**src/hw/rtl/sca_pkg.sv**
```systemverilog
`default_nettype none
package sca_pkg;

	typedef struct packed {
		logic [7:0] atr_byte;
		logic       first_byte;
		logic       last_byte;
	} in_t;

	typedef struct packed {
		logic       params_valid;
		logic [7:0] protocol_mask;
		logic [3:0] first_protocol;
		logic [7:0] fi_di_byte;
		logic [7:0] extra_guard;
		logic [7:0] wait_integer;
		logic [7:0] card_frame_size;
		logic [3:0] block_wait_index;
		logic [3:0] char_wait_index;
		logic       crc_check;
	} out_t;

	typedef enum logic [1:0] {
		PH_TS   = 2'd0,
		PH_T0   = 2'd1,
		PH_IF   = 2'd2,
		PH_TAIL = 2'd3
	} phase_t;

	typedef enum logic {
		OP_RESTART = 1'b0,
		OP_BYTE    = 1'b1
	} op_t;

	typedef struct packed {
		op_t        op;
		logic       last;
		logic [7:0] data;
	} entry_t;

	typedef struct packed {
		logic push;
		logic full;
	} q_wr_t;

	typedef struct packed {
		logic pop;
		logic empty;
	} q_rd_t;

	localparam logic [7:0] TA1_DEFAULT  = 8'h11;
	localparam logic [7:0] WI_DEFAULT   = 8'd10;
	localparam logic [7:0] IFSC_DEFAULT = 8'd32;
	localparam logic [3:0] BWI_DEFAULT  = 4'd4;
	localparam logic [3:0] CWI_DEFAULT  = 4'd13;
	localparam logic [3:0] BWI_MAX      = 4'd9;
	localparam logic [7:0] PROTO_DEFAULT = 8'h01;
	localparam logic [1:0] GROUP_FIRST  = 2'd1;
	localparam logic [1:0] GROUP_SECOND = 2'd2;
	localparam logic [1:0] GROUP_LATE   = 2'd3;
	localparam logic [3:0] PROTO_T1     = 4'd1;
	localparam logic [3:0] MASK_TA      = 4'h1;
	localparam logic [3:0] MASK_TB      = 4'h2;
	localparam logic [3:0] MASK_TC      = 4'h4;
	localparam logic [3:0] MASK_TD      = 4'h8;

endpackage
`default_nettype wire

```
**src/hw/rtl/sca_queue.sv**
```systemverilog
`default_nettype none
module sca_queue #(
	parameter int DEPTH = 2
) (
	input  wire logic           clk,
	input  wire logic           arst_n,
	input  wire logic           push,
	input  wire sca_pkg::entry_t wr_data,
	output logic                full,
	input  wire logic           pop,
	output sca_pkg::entry_t     rd_data,
	output logic                empty
);

	localparam int AW = (DEPTH > 1) ? $clog2(DEPTH) : 1;
	localparam int CW = $clog2(DEPTH + 1);
	localparam logic [AW-1:0] LAST_IDX = AW'(DEPTH - 1);
	localparam logic [CW-1:0] FULL_CNT = CW'(DEPTH);

	sca_pkg::entry_t mem_q [DEPTH];
	logic [AW-1:0] wptr_q, rptr_q;
	logic [CW-1:0] count_q;
	logic do_push, do_pop;

	assign full    = (count_q == FULL_CNT);
	assign empty   = (count_q == '0);
	assign do_push = push && !full;
	assign do_pop  = pop && !empty;
	assign rd_data = mem_q[rptr_q];

	always_ff @(posedge clk) begin
		if (do_push) begin
			mem_q[wptr_q] <= wr_data;
		end
	end

	always_ff @(posedge clk or negedge arst_n) begin
		if (!arst_n) begin
			wptr_q  <= '0;
			rptr_q  <= '0;
			count_q <= '0;
		end else begin
			if (do_push) begin
				wptr_q <= (wptr_q == LAST_IDX) ? '0 : wptr_q + AW'(1);
			end
			if (do_pop) begin
				rptr_q <= (rptr_q == LAST_IDX) ? '0 : rptr_q + AW'(1);
			end
			case ({do_push, do_pop})
				2'b10:   count_q <= count_q + CW'(1);
				2'b01:   count_q <= count_q - CW'(1);
				default: count_q <= count_q;
			endcase
		end
	end

endmodule
`default_nettype wire

```
**src/hw/rtl/sca_front.sv**
```systemverilog
`default_nettype none
module sca_front (
	input  wire logic        in_valid,
	output logic             in_stall,
	input  wire sca_pkg::in_t in_data,
	output sca_pkg::q_wr_t   q_wr_ctl,
	input  wire logic        q_full,
	output sca_pkg::entry_t  q_entry
);

	assign in_stall       = q_full;
	assign q_wr_ctl.push  = in_valid && !q_full;
	assign q_wr_ctl.full  = q_full;

	always_comb begin
		q_entry.op   = in_data.first_byte ? sca_pkg::OP_RESTART : sca_pkg::OP_BYTE;
		q_entry.last = in_data.last_byte;
		q_entry.data = in_data.atr_byte;
	end

endmodule
`default_nettype wire

```
**src/hw/rtl/sca_back.sv**
```systemverilog
`default_nettype none
module sca_back (
	input  wire logic        clk,
	input  wire logic        arst_n,
	input  wire sca_pkg::q_rd_t q_rd_ctl,
	output logic             q_pop,
	input  wire sca_pkg::entry_t q_entry,
	output logic             out_valid,
	input  wire logic        out_stall,
	output sca_pkg::out_t    out_data
);

	sca_pkg::phase_t phase_q, n_phase;
	logic [3:0] pend_q, n_pend;
	logic [1:0] grp_q, n_grp;
	logic [3:0] cur_q, n_cur;
	logic       td_q, n_td;
	logic       saw_q, n_saw;
	logic [7:0] proto_q, n_proto;
	logic [3:0] fproto_q, n_fproto;
	logic [7:0] ta1_q, n_ta1;
	logic [7:0] guard_q, n_guard;
	logic [7:0] wi_q, n_wi;
	logic [7:0] ifsc_q, n_ifsc;
	logic [3:0] bwi_q, n_bwi;
	logic [3:0] cwi_q, n_cwi;
	logic       edc_q, n_edc;

	logic       out_valid_q;
	sca_pkg::out_t out_q;
	logic       emit, restart, t1_late;
	logic [7:0] v;
	logic [3:0] t;
	logic [7:0] t_bit;

	assign restart = (q_entry.op == sca_pkg::OP_RESTART);
	assign v       = q_entry.data;
	assign t       = v[3:0];
	assign t_bit   = t[3] ? 8'h00 : (8'h01 << t[2:0]);
	assign t1_late = (grp_q == sca_pkg::GROUP_LATE) && (cur_q == sca_pkg::PROTO_T1);

	// output decisions
	always_comb begin
		q_pop = !q_rd_ctl.empty && (!out_valid_q || !out_stall);
		emit  = q_entry.last && (restart || phase_q != sca_pkg::PH_TS);
	end

	// next parse state
	always_comb begin
		n_phase  = phase_q;
		n_pend   = pend_q;
		n_grp    = grp_q;
		n_cur    = cur_q;
		n_td     = td_q;
		n_saw    = saw_q;
		n_proto  = proto_q;
		n_fproto = fproto_q;
		n_ta1    = ta1_q;
		n_guard  = guard_q;
		n_wi     = wi_q;
		n_ifsc   = ifsc_q;
		n_bwi    = bwi_q;
		n_cwi    = cwi_q;
		n_edc    = edc_q;
		if (restart) begin
			n_phase  = sca_pkg::PH_T0;
			n_pend   = '0;
			n_grp    = sca_pkg::GROUP_FIRST;
			n_cur    = '0;
			n_td     = 1'b0;
			n_saw    = 1'b0;
			n_proto  = sca_pkg::PROTO_DEFAULT;
			n_fproto = '0;
			n_ta1    = sca_pkg::TA1_DEFAULT;
			n_guard  = '0;
			n_wi     = sca_pkg::WI_DEFAULT;
			n_ifsc   = sca_pkg::IFSC_DEFAULT;
			n_bwi    = sca_pkg::BWI_DEFAULT;
			n_cwi    = sca_pkg::CWI_DEFAULT;
			n_edc    = 1'b0;
		end else begin
			case (phase_q)
				sca_pkg::PH_T0: begin
					n_saw   = 1'b1;
					n_pend  = v[7:4];
					n_phase = (v[7:4] != 4'h0) ? sca_pkg::PH_IF : sca_pkg::PH_TAIL;
				end
				sca_pkg::PH_IF: begin
					if ((pend_q & sca_pkg::MASK_TA) != '0) begin
						n_pend = pend_q & ~sca_pkg::MASK_TA;
						if (grp_q == sca_pkg::GROUP_FIRST) begin
							n_ta1 = v;
						end else if (t1_late && v != 8'h00 && v != 8'hFF) begin
							n_ifsc = v;
						end
					end else if ((pend_q & sca_pkg::MASK_TB) != '0) begin
						n_pend = pend_q & (sca_pkg::MASK_TC | sca_pkg::MASK_TD);
						if (t1_late) begin
							n_bwi = (v[7:4] > sca_pkg::BWI_MAX) ? sca_pkg::BWI_MAX : v[7:4];
							n_cwi = v[3:0];
						end
					end else if ((pend_q & sca_pkg::MASK_TC) != '0) begin
						n_pend = pend_q & sca_pkg::MASK_TD;
						if (grp_q == sca_pkg::GROUP_FIRST) begin
							n_guard = v;
						end else if (grp_q == sca_pkg::GROUP_SECOND) begin
							n_wi = (v == 8'h00) ? sca_pkg::WI_DEFAULT : v;
						end else if (cur_q == sca_pkg::PROTO_T1) begin
							n_edc = v[0];
						end
					end else begin
						n_cur = t;
						if (!td_q) begin
							n_fproto = t;
							n_proto  = t_bit;
							n_td     = 1'b1;
						end else begin
							n_proto = proto_q | t_bit;
						end
						n_pend = v[7:4];
						if (grp_q != sca_pkg::GROUP_LATE) begin
							n_grp = grp_q + 2'd1;
						end
					end
					if (n_pend == 4'h0) begin
						n_phase = sca_pkg::PH_TAIL;
					end
				end
				default: begin
				end
			endcase
		end
		if (emit) begin
			n_phase = sca_pkg::PH_TS;
		end
	end

	always_ff @(posedge clk or negedge arst_n) begin
		if (!arst_n) begin
			phase_q     <= sca_pkg::PH_TS;
			pend_q      <= '0;
			grp_q       <= sca_pkg::GROUP_FIRST;
			cur_q       <= '0;
			td_q        <= 1'b0;
			saw_q       <= 1'b0;
			proto_q     <= sca_pkg::PROTO_DEFAULT;
			fproto_q    <= '0;
			ta1_q       <= sca_pkg::TA1_DEFAULT;
			guard_q     <= '0;
			wi_q        <= sca_pkg::WI_DEFAULT;
			ifsc_q      <= sca_pkg::IFSC_DEFAULT;
			bwi_q       <= sca_pkg::BWI_DEFAULT;
			cwi_q       <= sca_pkg::CWI_DEFAULT;
			edc_q       <= 1'b0;
			out_valid_q <= 1'b0;
		end else begin
			if (q_pop) begin
				phase_q  <= n_phase;
				pend_q   <= n_pend;
				grp_q    <= n_grp;
				cur_q    <= n_cur;
				td_q     <= n_td;
				saw_q    <= n_saw;
				proto_q  <= n_proto;
				fproto_q <= n_fproto;
				ta1_q    <= n_ta1;
				guard_q  <= n_guard;
				wi_q     <= n_wi;
				ifsc_q   <= n_ifsc;
				bwi_q    <= n_bwi;
				cwi_q    <= n_cwi;
				edc_q    <= n_edc;
				out_valid_q <= emit;
			end else if (!out_stall) begin
				out_valid_q <= 1'b0;
			end
		end
	end

	always_ff @(posedge clk) begin
		if (q_pop && emit) begin
			out_q.params_valid     <= n_saw;
			out_q.protocol_mask    <= n_proto;
			out_q.first_protocol   <= n_fproto;
			out_q.fi_di_byte       <= n_ta1;
			out_q.extra_guard      <= n_guard;
			out_q.wait_integer     <= n_wi;
			out_q.card_frame_size  <= n_ifsc;
			out_q.block_wait_index <= n_bwi;
			out_q.char_wait_index  <= n_cwi;
			out_q.crc_check        <= n_edc;
		end
	end

	assign out_valid = out_valid_q;
	assign out_data  = out_q;

endmodule
`default_nettype wire

```
**src/hw/rtl/smart_card_atr_parser.sv**
```systemverilog
`default_nettype none
// ATR parser: takes one answer-to-reset byte per request with first/last
// marks and returns one parameter set per last byte of an ATR opened by a
// first byte. Accepts one byte every cycle unless the queue is full; the
// back end updates its state in one registered step per byte, so throughput
// is one byte per clock unless the output stalls. A byte waits in the queue,
// then its result is registered at the output. The input stalls only when
// the queue is full, the output register holds a result under stall.
module smart_card_atr_parser #(
	parameter int QUEUE_DEPTH = 2
) (
	input  wire logic      clk,
	input  wire logic      arst_n,
	input  wire logic      in_valid,
	output logic           in_stall,
	input  wire sca_pkg::in_t in_data,
	output logic           out_valid,
	input  wire logic      out_stall,
	output sca_pkg::out_t  out_data
);

	sca_pkg::q_wr_t  q_wr_ctl;
	sca_pkg::q_rd_t  q_rd_ctl;
	sca_pkg::entry_t q_wr_entry, q_rd_entry;
	logic q_full, q_empty, q_pop;

	assign q_rd_ctl.pop   = q_pop;
	assign q_rd_ctl.empty = q_empty;

	sca_front u_front (
		.in_valid (in_valid),
		.in_stall (in_stall),
		.in_data  (in_data),
		.q_wr_ctl (q_wr_ctl),
		.q_full   (q_full),
		.q_entry  (q_wr_entry)
	);

	sca_queue #(
		.DEPTH (QUEUE_DEPTH)
	) u_queue (
		.clk     (clk),
		.arst_n  (arst_n),
		.push    (q_wr_ctl.push),
		.wr_data (q_wr_entry),
		.full    (q_full),
		.pop     (q_rd_ctl.pop),
		.rd_data (q_rd_entry),
		.empty   (q_empty)
	);

	sca_back u_back (
		.clk       (clk),
		.arst_n    (arst_n),
		.q_rd_ctl  (q_rd_ctl),
		.q_pop     (q_pop),
		.q_entry   (q_rd_entry),
		.out_valid (out_valid),
		.out_stall (out_stall),
		.out_data  (out_data)
	);

endmodule
`default_nettype wire

```
**config.mk**
```make
export PLATFORM = sky130hd
export DESIGN_NAME = smart_card_atr_parser
export DESIGN_NICKNAME = d
export VERILOG_FILES = /design/src/hw/rtl/sca_pkg.sv /design/src/hw/rtl/sca_queue.sv /design/src/hw/rtl/sca_front.sv /design/src/hw/rtl/sca_back.sv /design/src/hw/rtl/smart_card_atr_parser.sv
export SDC_FILE = /design/constraint.sdc
export NUM_CORES = 1
export LEC_CHECK = 0
export ABC_CLOCK_PERIOD_IN_PS = 5200
export BUFFER_PORTS_ARGS = -buffer_cell sky130_fd_sc_hd__buf_2
export CAP_MARGIN = 15
export CORE_MARGIN = 2
export CORE_UTILIZATION = 44
export CTS_CLUSTER_SIZE = 10
export DETAILED_ROUTE_END_ITERATION = 10
export GPL_ROUTABILITY_DRIVEN = 1
export PLACE_DENSITY = 0.66
export SYNTH_ARGS = -nofsm -noshare
export SYNTH_HDL_FRONTEND = slang
export SYNTH_SLANG_ARGS = --single-unit
```
**constraint.sdc**
```tcl
create_clock -name clk -period 5.2 [get_ports clk]
set_input_delay 1.04 -clock clk [delete_from_list [all_inputs] [get_ports clk]]
set_output_delay 1.04 -clock clk [all_outputs]
set_load 0.005 [all_outputs]
```
==> impl_metrics.yaml <==
setup_path:
  slowest_delay_ns: 1.00
  crit_family: "flip-flops"
  end_kind: "flop"
  worst-path-max-fanout: 42
  required_ns: 5.31
  path_cells: "mux2_2 -> a211oi_4 -> buf_12"
  cp.arrival_ns: 3.25
  path_class: "reg2reg"
  cp_slowest_cell: "dfrtp_1"
  critical_path_buf_inv_count: 1
  startpoint_type: "flop"
power_and_ir_drop:
  internal_power_w: 0.00290
  leakagePower_nw: 3.03
  power.density_mw_per_mm2: 587
  p_seq_frac: 0.394
  clkPwrFrac: 0.281
  swShare: 0.362
  peakVddDrop_v: 0.000322
  p_sw_w: 0.00165
  p_comb_frac: 0.325
drt:
  wl_per_cell_um: 19.7
  postRouteAntennaNets: 0
  drt_iter0_drc: 456
  vias: 4855
  first_pass_iters: 5
  drt_wl_total_um: 16100
  viasPerCell: 5.91
  drc: 0
clock_tree:
  cts_root_buf: "clkbuf_16"
  clock_latency_ns: 0.43
  numCtsBuffers: 17
  cts_tree: "yes"
  clockBufferDepth: 2
  ctsHoldBuffers: 0
  path_clk_slew_ns: 0.06
  cts_resized: 0
  htree_levels: 4
  numClockSinks: 146
  cts_setup_buffers: 0
logic_synthesis:
  synthFlopType: "edfxtp_1"
  synthDistinctLibCells: 60
  ys_top_cells_by_area: "edfxtp_1, dfrtp_1, dfstp_2, nor2_1, a211oi_1"
  synth_top_cell_by_area: "edfxtp_1"
  ys.warnings.count: 0
  ys_seq_elements: 146
  synthArstFlopShare: 0.493
  synth_fp_nets: 575
  avgSynthCellArea_um2: 11.8
  yosysSeqAreaShare: 0.616
  synth_top_area_share: 0.339
  synth_edf_count: 74
  postSynthCellCount: 557
  netlist_area_mm2: 0.00656
placement:
  dp_hpwl_um: 10900
  gp_congestion: 0.909
  place_area_mm2: 0.00711
  port_buffers: 69
layout:
  n_antenna_cell: 0
  area_growth_pct: 18.2
  final_area_mm2: 0.00775
  final_nets: 642
  num-fill-cells: 1287
  layout-drive-gt1-share: 0.228
floorplan:
  fp.dieH_um: 126
  dieArea_mm2: 0.0159
  std_cell_rows: 44
  core_area_mm2: 0.0145
  start_util: 0.451
  die_w_um: 126
  num_io_pins: 70
global_route:
  track_usage: 0.210
  gr-total-overflow: 0
  antenna_found_initial: 0
  grt_pass1_wl_um: 25700
  grt_pass1_vias: 4841
  grt_max_degree: 43
min_path:
  hold_path.class: "reg2reg"
sta:
  setup_violations: 0
  setup-tns-final_ns: 0
  period_minus_slack_ns: 3.14
  hold_viol: 0
  whs_ns: 0.488
  period_share: 0.603
  tightest_slew_ns: 1.00
  fin_skew_ns: 0.00593
  slew_headroom: 0.330
  maxSlewViolCount: 0
  max_freq_mhz: 319
  rsz0062_at_grt: "no"
run_status:
  status: "finished clean"
job:
  cap_violations: 0
-- worst paths after layout --
path / startpoint / endpoint / slack (ns) / cells after the start
worst min register to register: u_back.proto_q[3] / u_back.proto_q[3] / 0.49 / 2
worst max register to register: u_queue.rptr_q / u_back.out_data[53] / 2.06 / 3
min in group asynchronous: arst_n / u_queue.wptr_q / 0.76 / 1
worst max-delay path: u_queue.rptr_q / u_back.out_data[53] / 2.06 / 3
max in group asynchronous: arst_n / u_back.ifsc_q[5] / 3.41 / 2
worst min-delay path: u_back.proto_q[3] / u_back.proto_q[3] / 0.49 / 2
-- layout by cell type (no fill, tap or decap), drive strengths merged, types with 5 or more instances in the layout --
cell type  instances
dfstp             11
o2bb2ai            9
a22o               8
o211ai            11
o21ai             33
nor3               7
edfxtp            74
o31ai              5
a211oi            29
mux2i             11
and3              10
a32oi              6
nand3             13
clkbuf            19
a21oi             17
dfrtp             61
a32o              16
inv                8
buf               84
clkinv             5
nor2              67
mux2              10
nand2             51
o22a               5
-- power groups by stage --
stage          Clock, W  Sequential, W  Combinational (W)
6_report        0.00128        0.00179            0.00148
5_1_grt         0.00135        0.00183            0.00161
4_1_cts         0.00130        0.00179            0.00146
3_5_place_dp          0        0.00181            0.00145
3_3_place_gp          0        0.00179            0.00142
2_1_floorplan         0        0.00176           0.000944
-- cells by family after synthesis --
group,count (synthesis),share of synthesized area
simple gates,180,0.129
mux,21,0.0345
xor+xnor,6,0.00801
compound gates,157,0.175
fa+ha+maj,4,0.00763
flops,146,0.616
buf+inv,43,0.0303
-- cells in the mapped netlist, drive strengths merged, types with 5 or more instances --
| library cell | n |
|---|---|
| o22a | 5 |
| nor2 | 67 |
| buf | 17 |
| o31ai | 5 |
| o21ai | 33 |
| a21oi | 17 |
| mux2 | 10 |
| edfxtp | 74 |
| nor3 | 7 |
| clkbuf | 19 |
| a22o | 8 |
| and3 | 10 |
| mux2i | 11 |
| a32o | 16 |
| inv | 7 |
| nand2 | 51 |
| nand3 | 13 |
| dfstp | 11 |
| a32oi | 6 |
| o2bb2ai | 9 |
| o211ai | 11 |
| dfrtp | 61 |
| a211oi | 29 |
-- layer usage --
layer  vias to the layer above  wire length [µm]  global-route usage
met2                       174              7870               0.336
li1                       2245                 -                   -
met4                         0               416              0.0924
met3                        32               864              0.0506
met1                      2404              7000               0.273
met5                         -                 0                   0
-- worst min-delay path, cell delays in order (launching register included) --
cell     delay [ns]
dfrtp_1        0.34
nand2_1        0.05
o31ai_1        0.06
-- final cells by class --
class,count,area [µm²],share of cell area
clock inverters,13,185,0.0239
inverters,7,26.3,0.00339
clock buffers,19,433,0.0558
multi-input cells,368,2350,0.303
well taps,184,230,0.0297
repair buffers,84,490,0.0633
flip-flops and latches,146,4040,0.521
-- registers in the layout, indices dropped and copies added (netlist names), 4 cells and up --
register,flops
u_back.bwi_q,4
u_back.guard_q,8
u_back.cwi_q,4
u_back.ta1_q,8
u_back.out_data,54
u_back.pend_q,4
u_back.ifsc_q,8
u_back.proto_q,8
u_queue.mem_q,20
u_back.wi_q,8
u_back.cur_q,4
u_back.fproto_q,4
-- metrics by stage --
stage / setup slack (ns) / instances / power, W / utilization
floorplan: 1.07 / 557 / 0.00271 / -
global placement: 2.11 / 788 / 0.00321 / 0.489
detailed placement: 2.05 / 788 / 0.00326 / 0.489
CTS: 2.02 / 820 / 0.00455 / 0.532
global route: 1.87 / 821 / 0.00479 / 0.533
finish: 2.06 / 821 / 0.00455 / 0.533
Note: power is estimated with default switching activity, not from simulation.
